## src/hdl/bgc_pkg.sv

```systemverilog
// Shared types and codes for the block glyph classifier.
package bgc_pkg;

	// Glyph codes as delivered on the result channel
	typedef enum logic [3:0] {
		GLYPH_SPACE  = 4'd0,
		GLYPH_LIGHT  = 4'd1,
		GLYPH_MEDIUM = 4'd2,
		GLYPH_DARK   = 4'd3,
		GLYPH_FULL   = 4'd4,
		GLYPH_UPPER  = 4'd5,
		GLYPH_LOWER  = 4'd6,
		GLYPH_Q_UL   = 4'd7,
		GLYPH_Q_UR   = 4'd8,
		GLYPH_Q_LL   = 4'd9,
		GLYPH_Q_LR   = 4'd10,
		GLYPH_LEFT   = 4'd11,
		GLYPH_RIGHT  = 4'd12
	} glyph_t;

	// Configuration register indexes
	localparam int CFG_IDX_W = 2;
	typedef enum logic [CFG_IDX_W-1:0] {
		CFG_QUARTER_EN = 2'd0,
		CFG_HALF_EN    = 2'd1
	} cfg_reg_t;

	// Quadrant order inside the high-flag vector
	localparam int QD_TL = 3;
	localparam int QD_TR = 2;
	localparam int QD_BL = 1;
	localparam int QD_BR = 0;

	// Decision inputs handed from the threshold stage to the select stage
	typedef struct packed {
		logic [3:0] high;         // quadrant above the four-quadrant average
		logic       quarter_ok;   // quarter mode enabled and TL contrast met
		logic       half_tie;     // top and bottom within the tie band
		logic       top_brighter; // top sum above bottom sum
		glyph_t     shade_sum;    // shade of the four-quadrant average
		glyph_t     shade_mean;   // shade of the cell mean
	} bgc_s2_t;

endpackage

```

## src/hdl/bgc_front.sv

```systemverilog
// Stage 1: quadrant differences, sums and high flags.
module bgc_front #(
	parameter int LUM_BITS = 12
) (
	input  logic                clk,
	input  logic                arst_n,
	input  logic                en,
	input  logic                in_valid,
	input  logic [LUM_BITS-1:0] lum_top_left,
	input  logic [LUM_BITS-1:0] lum_top_right,
	input  logic [LUM_BITS-1:0] lum_bottom_left,
	input  logic [LUM_BITS-1:0] lum_bottom_right,
	input  logic [LUM_BITS-1:0] lum_cell_mean,
	output logic                v_s1,
	output logic [LUM_BITS-1:0] dtr_s1,
	output logic [LUM_BITS-1:0] dbl_s1,
	output logic [LUM_BITS:0]   top_s1,
	output logic [LUM_BITS:0]   bot_s1,
	output logic [LUM_BITS+1:0] sum_s1,
	output logic [3:0]          high_s1,
	output logic [LUM_BITS-1:0] mean_s1
);
	import bgc_pkg::*;

	logic [LUM_BITS-1:0] dtr;
	logic [LUM_BITS-1:0] dbl;
	logic [LUM_BITS:0]   top;
	logic [LUM_BITS:0]   bot;
	logic [LUM_BITS+1:0] sum;
	logic [3:0]          high;

	// TL contrast against its neighbors
	assign dtr = (lum_top_left > lum_top_right) ? lum_top_left - lum_top_right
	                                            : lum_top_right - lum_top_left;
	assign dbl = (lum_top_left > lum_bottom_left) ? lum_top_left - lum_bottom_left
	                                              : lum_bottom_left - lum_top_left;

	// Row sums and total
	assign top = {1'b0, lum_top_left} + {1'b0, lum_top_right};
	assign bot = {1'b0, lum_bottom_left} + {1'b0, lum_bottom_right};
	assign sum = {1'b0, top} + {1'b0, bot};

	// 4*q > sum, exact
	assign high[QD_TL] = {lum_top_left, 2'b00} > sum;
	assign high[QD_TR] = {lum_top_right, 2'b00} > sum;
	assign high[QD_BL] = {lum_bottom_left, 2'b00} > sum;
	assign high[QD_BR] = {lum_bottom_right, 2'b00} > sum;

	// Valid bit
	always_ff @(posedge clk or negedge arst_n) begin
		if (!arst_n) begin
			v_s1 <= 1'b0;
		end else if (en) begin
			v_s1 <= in_valid;
		end
	end

	// Payload
	always_ff @(posedge clk) begin
		if (en && in_valid) begin
			dtr_s1  <= dtr;
			dbl_s1  <= dbl;
			top_s1  <= top;
			bot_s1  <= bot;
			sum_s1  <= sum;
			high_s1 <= high;
			mean_s1 <= lum_cell_mean;
		end
	end

endmodule

```

## src/hdl/bgc_thresh.sv

```systemverilog
// Stage 2: contrast, tie band and shade threshold compares.
module bgc_thresh #(
	parameter int LUM_BITS = 12
) (
	input  logic                  clk,
	input  logic                  arst_n,
	input  logic                  en,
	input  logic                  quarter_en,
	input  logic                  v_s1,
	input  logic [LUM_BITS-1:0]   dtr_s1,
	input  logic [LUM_BITS-1:0]   dbl_s1,
	input  logic [LUM_BITS:0]     top_s1,
	input  logic [LUM_BITS:0]     bot_s1,
	input  logic [LUM_BITS+1:0]   sum_s1,
	input  logic [3:0]            high_s1,
	input  logic [LUM_BITS-1:0]   mean_s1,
	output logic                  v_s2,
	output bgc_pkg::bgc_s2_t      ctl_s2
);
	import bgc_pkg::*;

	// 1.0 in the widths of the scaled differences
	localparam logic [LUM_BITS+3:0] ONE_Q = {4'b0001, {LUM_BITS{1'b0}}};
	localparam logic [LUM_BITS+4:0] ONE_H = {5'b00001, {LUM_BITS{1'b0}}};
	// Shade bounds k/16 for the four-quadrant sum (scale 4.0)
	localparam logic [LUM_BITS+1:0] SUM_T1  = {4'b0001, {(LUM_BITS-2){1'b0}}};
	localparam logic [LUM_BITS+1:0] SUM_T3  = {4'b0011, {(LUM_BITS-2){1'b0}}};
	localparam logic [LUM_BITS+1:0] SUM_T7  = {4'b0111, {(LUM_BITS-2){1'b0}}};
	localparam logic [LUM_BITS+1:0] SUM_T11 = {4'b1011, {(LUM_BITS-2){1'b0}}};
	// Shade bounds k/16 for the cell mean (scale 1.0)
	localparam logic [LUM_BITS-1:0] MEAN_T1  = {4'b0001, {(LUM_BITS-4){1'b0}}};
	localparam logic [LUM_BITS-1:0] MEAN_T3  = {4'b0011, {(LUM_BITS-4){1'b0}}};
	localparam logic [LUM_BITS-1:0] MEAN_T7  = {4'b0111, {(LUM_BITS-4){1'b0}}};
	localparam logic [LUM_BITS-1:0] MEAN_T11 = {4'b1011, {(LUM_BITS-4){1'b0}}};

	// below = {< 1/16, < 3/16, < 7/16, < 11/16}
	function automatic glyph_t shade_code(input logic [3:0] below);
		glyph_t g;
		if (below[3]) begin
			g = GLYPH_SPACE;
		end else if (below[2]) begin
			g = GLYPH_LIGHT;
		end else if (below[1]) begin
			g = GLYPH_MEDIUM;
		end else if (below[0]) begin
			g = GLYPH_DARK;
		end else begin
			g = GLYPH_FULL;
		end
		return g;
	endfunction

	logic [LUM_BITS+3:0] dtr_x10;
	logic [LUM_BITS+3:0] dbl_x10;
	logic [LUM_BITS:0]   dh;
	logic [LUM_BITS+4:0] dh_x10;
	bgc_s2_t             ctl;

	// 10*d as 8*d + 2*d
	assign dtr_x10 = {1'b0, dtr_s1, 3'b000} + {3'b000, dtr_s1, 1'b0};
	assign dbl_x10 = {1'b0, dbl_s1, 3'b000} + {3'b000, dbl_s1, 1'b0};
	assign dh      = (top_s1 > bot_s1) ? top_s1 - bot_s1 : bot_s1 - top_s1;
	assign dh_x10  = {1'b0, dh, 3'b000} + {3'b000, dh, 1'b0};

	// Decision flags
	always_comb begin
		ctl.high         = high_s1;
		ctl.quarter_ok   = quarter_en && (dtr_x10 > ONE_Q) && (dbl_x10 > ONE_Q);
		ctl.half_tie     = dh_x10 < ONE_H;
		ctl.top_brighter = top_s1 > bot_s1;
		ctl.shade_sum    = shade_code({sum_s1 < SUM_T1, sum_s1 < SUM_T3,
		                               sum_s1 < SUM_T7, sum_s1 < SUM_T11});
		ctl.shade_mean   = shade_code({mean_s1 < MEAN_T1, mean_s1 < MEAN_T3,
		                               mean_s1 < MEAN_T7, mean_s1 < MEAN_T11});
	end

	// Valid bit
	always_ff @(posedge clk or negedge arst_n) begin
		if (!arst_n) begin
			v_s2 <= 1'b0;
		end else if (en) begin
			v_s2 <= v_s1;
		end
	end

	// Payload
	always_ff @(posedge clk) begin
		if (en && v_s1) begin
			ctl_s2 <= ctl;
		end
	end

endmodule

```

## src/hdl/bgc_select.sv

```systemverilog
// Stage 3: glyph selection into the output register.
module bgc_select (
	input  logic             clk,
	input  logic             arst_n,
	input  logic             en,
	input  logic             half_en,
	input  logic             v_s2,
	input  bgc_pkg::bgc_s2_t ctl_s2,
	output logic             v_s3,
	output bgc_pkg::glyph_t  glyph_s3
);
	import bgc_pkg::*;

	logic [2:0] cnt;
	glyph_t     half_glyph;
	glyph_t     quarter_glyph;
	glyph_t     glyph;

	// Number of high quadrants
	assign cnt = {2'b00, ctl_s2.high[QD_TL]} + {2'b00, ctl_s2.high[QD_TR]}
	           + {2'b00, ctl_s2.high[QD_BL]} + {2'b00, ctl_s2.high[QD_BR]};

	// Half decision
	always_comb begin
		if (ctl_s2.half_tie) begin
			half_glyph = ctl_s2.shade_sum;
		end else if (ctl_s2.top_brighter) begin
			half_glyph = GLYPH_UPPER;
		end else begin
			half_glyph = GLYPH_LOWER;
		end
	end

	// Quarter decision
	always_comb begin
		case (cnt)
			3'd1: begin
				if (ctl_s2.high[QD_TL]) begin
					quarter_glyph = GLYPH_Q_UL;
				end else if (ctl_s2.high[QD_TR]) begin
					quarter_glyph = GLYPH_Q_UR;
				end else if (ctl_s2.high[QD_BL]) begin
					quarter_glyph = GLYPH_Q_LL;
				end else begin
					quarter_glyph = GLYPH_Q_LR;
				end
			end
			3'd2: begin
				// vertical pairs make left/right, others go to the half test
				if (ctl_s2.high[QD_TL] && ctl_s2.high[QD_BL]) begin
					quarter_glyph = GLYPH_LEFT;
				end else if (ctl_s2.high[QD_TR] && ctl_s2.high[QD_BR]) begin
					quarter_glyph = GLYPH_RIGHT;
				end else begin
					quarter_glyph = half_glyph;
				end
			end
			3'd3: begin
				// quarter opposite the single low quadrant
				if (!ctl_s2.high[QD_TL]) begin
					quarter_glyph = GLYPH_Q_LR;
				end else if (!ctl_s2.high[QD_TR]) begin
					quarter_glyph = GLYPH_Q_LL;
				end else if (!ctl_s2.high[QD_BL]) begin
					quarter_glyph = GLYPH_Q_UR;
				end else begin
					quarter_glyph = GLYPH_Q_UL;
				end
			end
			default: begin
				// none or all high
				quarter_glyph = ctl_s2.shade_sum;
			end
		endcase
	end

	// Mode priority
	always_comb begin
		if (ctl_s2.quarter_ok) begin
			glyph = quarter_glyph;
		end else if (half_en) begin
			glyph = half_glyph;
		end else begin
			glyph = ctl_s2.shade_mean;
		end
	end

	// Valid bit
	always_ff @(posedge clk or negedge arst_n) begin
		if (!arst_n) begin
			v_s3 <= 1'b0;
		end else if (en) begin
			v_s3 <= v_s2;
		end
	end

	// Output register
	always_ff @(posedge clk) begin
		if (en && v_s2) begin
			glyph_s3 <= glyph;
		end
	end

endmodule

```

## src/hdl/block_glyph_classifier_top.sv

```systemverilog
// An accepted input beat passes stage 1, 2 and 3 registers to reach the output.
// Throughput: one cell per cycle; the three-stage pipeline stalls as a whole
// only while a result is held on the output and not taken.
// Reset: arst_n clears all stage valid bits and sets both mode enables to 1.
// Configuration writes are taken in every cycle and complete at once.
// Top level of the block glyph classifier.
module block_glyph_classifier_top #(
	parameter int LUM_BITS = 12
) (
	input  logic                             clk,
	input  logic                             arst_n,
	// configuration
	input  logic                             cfg_valid,
	output logic                             cfg_ready,
	input  logic [bgc_pkg::CFG_IDX_W-1:0]    cfg_index,
	input  logic                             cfg_data,
	// input cells
	input  logic                             in_valid,
	output logic                             in_ready,
	input  logic [LUM_BITS-1:0]              lum_top_left,
	input  logic [LUM_BITS-1:0]              lum_top_right,
	input  logic [LUM_BITS-1:0]              lum_bottom_left,
	input  logic [LUM_BITS-1:0]              lum_bottom_right,
	input  logic [LUM_BITS-1:0]              lum_cell_mean,
	// results
	output logic                             out_valid,
	input  logic                             out_ready,
	output logic [3:0]                       glyph_code
);
	import bgc_pkg::*;

	logic                quarter_en_q;
	logic                half_en_q;
	logic                advance;
	logic                v_s1;
	logic [LUM_BITS-1:0] dtr_s1;
	logic [LUM_BITS-1:0] dbl_s1;
	logic [LUM_BITS:0]   top_s1;
	logic [LUM_BITS:0]   bot_s1;
	logic [LUM_BITS+1:0] sum_s1;
	logic [3:0]          high_s1;
	logic [LUM_BITS-1:0] mean_s1;
	logic                v_s2;
	bgc_s2_t             ctl_s2;
	glyph_t              glyph_s3;

	// Configuration registers
	assign cfg_ready = 1'b1;

	always_ff @(posedge clk or negedge arst_n) begin
		if (!arst_n) begin
			quarter_en_q <= 1'b1;
			half_en_q    <= 1'b1;
		end else if (cfg_valid) begin
			if (cfg_index == CFG_QUARTER_EN) begin
				quarter_en_q <= cfg_data;
			end
			if (cfg_index == CFG_HALF_EN) begin
				half_en_q <= cfg_data;
			end
		end
	end

	// Pipeline moves whenever the output slot is free or being taken
	assign advance  = !out_valid || out_ready;
	assign in_ready = advance;

	bgc_front #(
		.LUM_BITS(LUM_BITS)
	) u_front (
		.clk             (clk),
		.arst_n          (arst_n),
		.en              (advance),
		.in_valid        (in_valid),
		.lum_top_left    (lum_top_left),
		.lum_top_right   (lum_top_right),
		.lum_bottom_left (lum_bottom_left),
		.lum_bottom_right(lum_bottom_right),
		.lum_cell_mean   (lum_cell_mean),
		.v_s1            (v_s1),
		.dtr_s1          (dtr_s1),
		.dbl_s1          (dbl_s1),
		.top_s1          (top_s1),
		.bot_s1          (bot_s1),
		.sum_s1          (sum_s1),
		.high_s1         (high_s1),
		.mean_s1         (mean_s1)
	);

	bgc_thresh #(
		.LUM_BITS(LUM_BITS)
	) u_thresh (
		.clk       (clk),
		.arst_n    (arst_n),
		.en        (advance),
		.quarter_en(quarter_en_q),
		.v_s1      (v_s1),
		.dtr_s1    (dtr_s1),
		.dbl_s1    (dbl_s1),
		.top_s1    (top_s1),
		.bot_s1    (bot_s1),
		.sum_s1    (sum_s1),
		.high_s1   (high_s1),
		.mean_s1   (mean_s1),
		.v_s2      (v_s2),
		.ctl_s2    (ctl_s2)
	);

	bgc_select u_select (
		.clk     (clk),
		.arst_n  (arst_n),
		.en      (advance),
		.half_en (half_en_q),
		.v_s2    (v_s2),
		.ctl_s2  (ctl_s2),
		.v_s3    (out_valid),
		.glyph_s3(glyph_s3)
	);

	assign glyph_code = glyph_s3;

	// Accepted beat lands in stage 1
	a_accept_to_s1: assert property (@(posedge clk) disable iff (!arst_n)
		(in_valid && in_ready) |=> v_s1)
		else $error("accepted beat did not enter stage 1");

	// Stalled pipeline keeps its inner valid bits
	a_stall_holds: assert property (@(posedge clk) disable iff (!arst_n)
		(out_valid && !out_ready) |=> ($stable(v_s1) && $stable(v_s2)))
		else $error("inner stage valid changed during stall");

	// Only defined glyph codes leave the block
	a_code_range: assert property (@(posedge clk) disable iff (!arst_n)
		out_valid |-> (glyph_code <= GLYPH_RIGHT))
		else $error("glyph code out of range");

	// Stage 2 beat moves to the output when the pipeline advances
	a_s2_to_out: assert property (@(posedge clk) disable iff (!arst_n)
		(v_s2 && advance) |=> out_valid)
		else $error("stage 2 beat lost");

endmodule
```

## config.mk

```make
export PLATFORM = sky130hd
export DESIGN_NAME = block_glyph_classifier_top
export DESIGN_NICKNAME = d
export VERILOG_FILES = /design/src/hdl/bgc_pkg.sv /design/src/hdl/bgc_front.sv /design/src/hdl/bgc_thresh.sv /design/src/hdl/bgc_select.sv /design/src/hdl/block_glyph_classifier_top.sv
export SDC_FILE = /design/constraint.sdc
export NUM_CORES = 1
export LEC_CHECK = 0
export BUFFER_PORTS_ARGS = -buffer_cell sky130_fd_sc_hd__buf_2
export CORE_ASPECT_RATIO = 0.9
export CORE_UTILIZATION = 50
export CTS_CLUSTER_SIZE = 20
export DETAILED_ROUTE_END_ITERATION = 12
export PLACE_DENSITY = 0.66
export SYNTH_ARGS = -nofsm -noshare
export SYNTH_HDL_FRONTEND = slang
export SYNTH_HIERARCHICAL = 1
export SYNTH_SLANG_ARGS = --single-unit
```

## constraint.sdc

```tcl
create_clock -name clk -period 5.07 [get_ports clk]
set_input_delay 1.014 -clock clk [delete_from_list [all_inputs] [get_ports clk]]
set_output_delay 1.014 -clock clk [all_outputs]
set_load 0.01 [all_outputs]
```

==> impl_metrics.toml, run 1 <==
[status]
status = "finished clean"

[die]
dieArea_um2 = 21400
start_util_pct = 51.5
fp.dieH_um = 139
rows = 49
die_w_um = 154
core_area_um2 = 20200
ioPinCount = 75

[power]
irDropWorstVdd_uv = 275
cellLeakagePower_nw = 5.95
clkPwrFrac_pct = 12.4
pwr-share-seq_pct = 19.1
p_switching_mw = 2.60
p_int_mw = 3.37
sw_frac_of_total_pct = 43.6
pwr-share-comb_pct = 68.5
power_density_nw_per_um2 = 468

[final_layout]
syn_to_final_growth_pct = 22.9
finalInstanceArea_um2 = 12800
fill_cells = 1728
mostFrequentLayoutCell = "ha_1"
fin_nets = 1614
drive_above_1_share_pct = 24.4
antenna-diode-count = 0
layout_common_cells = "ha_1, buf_4, inv_1, a21oi_1, edfxtp_1"

[clock_network]
tritoncts = "yes"
path_clk_slew_ns = 0.06
clock_latency_ns = 0.34
cts_made_buffers = 9
clock_sinks = 83
h-tree-depth = 3
ctsRootBufferMaster = "clkbuf_16"
max-clock-path-buffers = 2
hold_buffers = 0

[worst_setup_path]
arrival_ns = 5.04
timing.setup.critical_path_class = "in2reg"
r2r_slack_ns = 0.85
r2r_cells = 16
critPathRequiredTime_ns = 5.15
critPathCaptureType = "register"
cp-start-kind = "primary input"
crit_path_start = "lum_bottom_left[2]"
crit-reg2reg-launch = "u_front/top_s1[1]$_DFFE_PP_"
cp_max_fo = 3
cp-endpoint = "u_front/high_s1[0]$_DFFE_PP_"
r2r_end = "u_thresh/ctl_s2[9]$_DFFE_PP_"

[timing]
fin_crit_ns = 4.96
holdWs_ns = 0.420
slew_headroom_pct = 34.5
tightest_slew_ns = 0.982
tns_ns = 0
fmax_mhz = 202
finalSetupViolCount = 0
finClkSkew_ns = 0.00798
slew_viol_final = 0
final_hold_viol_count = 0
finalCritPeriodShare_pct = 97.9

[global_routing]
overflow = 0
grt_max_degree = 47
grtUsageTotal_pct = 26.1
grt_pass1_vias = 8996
antenna_found_initial = 0
grt_pass1_wl_um = 44300

[route]
via_per_inst = 5.72
drt_iter0_markers = 511
post_drt_wl_per_cell_um = 17.3
first_pass_iters = 6
route.detailed.drc = 0
vias = 9229
antenna_left = 0
routed_wirelength_um = 27900

[placed_design]
dp_hpwl_um = 23000
place_area_um2 = 12000
port-buffer-count = 65
gp_congestion = 0.893

[hold_path]
hold_path.class = "reg2reg"

[synth]
synth.avg_cell_area_um2 = 9.01
yosysWarnings = 6
synth_cells = 1153
syn_area_um2 = 10400

[flow_run]
drv_cap = 0
==> stage by stage <==
step           setup WS, ns  utilization, %  cells  total power, mW
3_5_place_dp         -0.499            59.4   1594             4.80
2_1_floorplan        0.0859               -   1154             3.64
3_3_place_gp         -0.492            59.4   1594             4.69
4_1_cts             0.00861            61.5   1612             5.63
5_1_grt             -0.0792            63.3   1614             6.45
6_report              0.108            63.3   1614             5.97
==> layer usage <==
layer	track usage (%)	part of all wire [%]
met5	0	0
met4	5.21	1.5
met3	1.91	4.7
met2	45.0	47
met1	36.1	47
==> how the worst min path moves through the flow <==
stage | startpoint | end | slack (ns) | depth (start not counted)
4_1_cts | u_front/high_s1[2]$_DFFE_PP_ | u_thresh/ctl_s2[13]$_DFFE_PP_ | 0.42 | 0
5_1_grt | u_front/high_s1[2]$_DFFE_PP_ | u_thresh/ctl_s2[13]$_DFFE_PP_ | 0.44 | 0
3_3_place_gp | u_front/high_s1[2]$_DFFE_PP_ | u_thresh/ctl_s2[13]$_DFFE_PP_ | 0.40 | 0
2_1_floorplan | u_front/high_s1[0]$_DFFE_PP_ | u_thresh/ctl_s2[11]$_DFFE_PP_ | 0.40 | 0
3_5_place_dp | u_front/high_s1[2]$_DFFE_PP_ | u_thresh/ctl_s2[13]$_DFFE_PP_ | 0.41 | 0
6_report | u_front/high_s1[2]$_DFFE_PP_ | u_thresh/ctl_s2[13]$_DFFE_PP_ | 0.42 | 0
==> power by group through the flow <==
stage | Sequential, mW | Combinational, mW | Clock [mW]
6_report | 1.14 | 4.09 | 0.742
5_1_grt | 1.16 | 4.51 | 0.778
4_1_cts | 1.14 | 3.73 | 0.752
3_5_place_dp | 1.15 | 3.65 | 0
3_3_place_gp | 1.14 | 3.55 | 0
2_1_floorplan | 1.11 | 2.53 | 0
==> final cells by class <==
cell class / instances / area (um2) / area share, %
Timing Repair Buffer: 219 / 1500 / 11.7
Multi-Input combinational cell: 922 / 7690 / 60.2
Clock buffer: 11 / 233 / 1.82
Sequential cell: 83 / 2470 / 19.4
Clock inverter: 5 / 104 / 0.814
Tap cell: 255 / 319 / 2.50
Inverter: 119 / 454 / 3.56
==> sequential cells by signal, summed over array words and instances (netlist names) <==
register / count
u_front/mean_s1: 4
half_en_q: 1
u_front/dtr_s1: 11
u_thresh/ctl_s2: 13
u_front/top_s1: 13
u_front/sum_s1: 4
quarter_en_q: 1
u_select/glyph_s3: 4
u_thresh/v_s2: 1
u_front/dbl_s1: 12
u_front/v_s1: 1
u_select/v_s3: 1
u_front/high_s1: 4
u_front/bot_s1: 13
==> worst max-delay path, stage by stage <==
cell and delay [ns]:
buf_2 0.11, ha_1 0.30, buf_4 0.15, o211ai_1 0.25
o21ai_0 0.13, xor2_1 0.30, ha_1 0.31, a21oi_1 0.25
nor2b_1 0.10, a311o_1 0.39, a21oi_4 0.21, nor3b_1 0.07
or2_4 0.26, xnor2_4 0.14, ha_1 0.35, nand3_4 0.11
nor4_4 0.15, buf_4 0.16, nand2_1 0.07, nor3_2 0.12
a21oi_1 0.07
==> what timing repair did <==
| item | 4_1_cts | 5_1_grt |
|---|---|---|
| gates resized for setup | 12 | 54 |
| setup endpoints to repair | 4 | 4 |
| pin swaps | 6 | 31 |
| setup buffers | 2 | 3 |
| gates cloned | 0 | 1 |
Note: power is estimated with default switching activity, not from simulation.
==> run 2, diff against run 1 <==
CTS_CLUSTER_DIAMETER = 200   (was default)
PLACE_DENSITY = 0.65   (was 0.66)
==> run 2 against run 1 <==
Compared with the run above: clock skew barely moved; via count shrank 1.1%; utilization shrank 0.82 points; clock power decreased by 14%; sequential share of layout area increased by 0.26 points; fmax decreased by 0.10%; non-clock buffer count increased by 1; global-route usage decreased by 0.069 points; clock-buffer cell count did not move; critical endpoint is now u_front/high_s1[2]$_DFFE_PP_; largest power group unchanged; power down 4.0%; critical path type unchanged.
==> impl_metrics.toml, run 2 (synthesized netlist as in run 1, its figures left out) <==
[clock_network]
h-tree-depth = 3
max-clock-path-buffers = 2
ctsRootBufferMaster = "clkbuf_16"
tritoncts = "yes"
clock_sinks = 83
clock_latency_ns = 0.34
cts_made_buffers = 9
hold_buffers = 0
path_clk_slew_ns = 0.07

[timing]
finalSetupViolCount = 0
final_hold_viol_count = 0
finalCritPeriodShare_pct = 98.0
slew_viol_final = 0
fin_ws_ns = 0.103
fin_crit_ns = 4.97
finClkSkew_ns = 0.00773
tns_ns = 0
rsz0062_at_grt = "true"
tightest_slew_ns = 1.02
slew_headroom_pct = 32.1
fmax_mhz = 201

[final_layout]
drive_above_1_share_pct = 23.6
fin_cells = 1616
final_util_pct = 62.5
fin_nets = 1615
layout_common_cells = "ha_1, buf_4, inv_1, a21oi_1, edfxtp_1"
mostFrequentLayoutCell = "ha_1"
syn_to_final_growth_pct = 21.3
fill_cells = 1766
largestRegisters = "u_front/bot_s1: 13 flops, u_front/top_s1: 13 flops, u_thresh/ctl_s2: 13 flops"

[die]
core_area_um2 = 20200
die_w_um = 154
start_util_pct = 51.5
rows = 49
fp.dieH_um = 139
dieArea_um2 = 21400
ioPinCount = 75

[worst_setup_path]
cp_max_fo = 4
max_stage_delay_ns = 0.33
timing.setup.critical_path_class = "in2reg"
critPathBufInv = 5
worst_path_max_delay_cell = "o31a_1"
critPathTopFamily = "compound AO/OA/AOI/OAI gates"
critPathRequiredTime_ns = 5.27
arrival_ns = 5.16
cp-start-kind = "primary input"
critPathCaptureType = "register"
path_cells = "buf_2, ha_4, inv_1, fa_2, nor2b_4, o31a_1, o21ai_1, nand2b_1, xor2_2, ha_1, buf_4, a21o_1, a31o_2, a31oi_4, xnor2_2, inv_4, ha_4, nand4_1, nor2_1, a211oi_2, buf_4, nor4_1, a311oi_1, a21oi_1"

[power]
cellLeakagePower_nw = 5.93
totalPowerFinal_mw = 5.73
irDropWorstVdd_uv = 267
power_density_nw_per_um2 = 455

[placed_design]
port-buffer-count = 65
dp_hpwl_um = 22900
gp_congestion = 0.917
pre_cts_slack_ns = -0.512
dp.cells = 1592

[global_routing]
overflow = 0
antenna_found_initial = 2
grtUsageTotal_pct = 26.1
grt_pass1_wl_um = 44100
grt_max_degree = 47
grt_pass1_vias = 8977

[route]
routed_wirelength_um = 27600
wl_met3_um = 1130
highest_layer = "met5"
antenna_left = 0
vias = 9127
first_pass_iters = 6
drt-met1-wl_um = 13100
via_per_inst = 5.65
post_drt_wl_per_cell_um = 17.1
met2WireLength_um = 12500
route.detailed.drc = 0
drt_iter0_markers = 489

[status]
status = "finished clean"

[flow_run]
drv_cap = 0

[hold_path]
hold_path.class = "reg2reg"
run 2: repair_timing:
item,CTS,global route
setup buffers,0,6
resized for setup,7,42
setup endpoints to repair,4,4
pin swaps,0,22
endpoints found under the hold margin,0,0
cloned,0,1
run 2: per-layer routing:
layer	up-vias	track usage (%)
met5	-	0
li1	4600	-
met4	2	8.74
met3	47	3.41
met1	4278	35.7
met2	200	42.5
run 2: path summary, 6_finish.rpt:
| kind | end | startpoint | slack (ns) | cells after the start |
|---|---|---|---|---|
| min | u_thresh/ctl_s2[11]$_DFFE_PP_ | u_front/high_s1[0]$_DFFE_PP_ | 0.41 | 0 |
| max in group asynchronous | half_en_q$_DFFE_PN1P_ | arst_n | 4.38 | 1 |
| min in group asynchronous | u_front/v_s1$_DFFE_PN0P_ | arst_n | 0.48 | 1 |
| max | u_front/high_s1[2]$_DFFE_PP_ | lum_bottom_left[0] | 0.10 | 24 |
| max reg2reg | u_thresh/ctl_s2[9]$_DFFE_PP_ | u_front/top_s1[1]$_DFFE_PP_ | 0.93 | 16 |
| min reg2reg | u_thresh/ctl_s2[11]$_DFFE_PP_ | u_front/high_s1[0]$_DFFE_PP_ | 0.41 | 0 |
run 2: final cells by class:
type	count	area (um2)	area share (%)
multi-input combinational	922	7580	60.1
tap	255	319	2.53
inverter	119	452	3.59
clock inverter	5	56.3	0.447
clock buffer	11	233	1.85
sequential	83	2470	19.6
antenna	1	2.50	0.0199
timing repair buffer	220	1490	11.8
run 2: power by group:
group	switching, mW	total [mW]	internal, mW
combinational	2.14	3.96	1.82
clock	0.258	0.639	0.381
sequential	0.119	1.13	1.01
total	2.52	5.73	3.21
run 2: through the flow:
step / instance area, um2 / hold slack, ns
6_report: 12600 / 0.414
5_1_grt: 12600 / 0.424
4_1_cts: 12300 / 0.417
3_5_place_dp: 12000 / 0.405
3_3_place_gp: 12000 / 0.404
2_1_floorplan: 10400 / 0.400
run 2: worst register-to-register path: cells and delay by family (launching register included):
kind                     cells  cell delay [ns]
flip-flops                   1             0.44
AO/OA/AOI/OAI                6             1.31
AND/OR/NAND/NOR              5             1.09
buffers and inverters        2             0.21
adder cells (fa/ha/maj)      2             0.63
multiplexers                 1             0.32
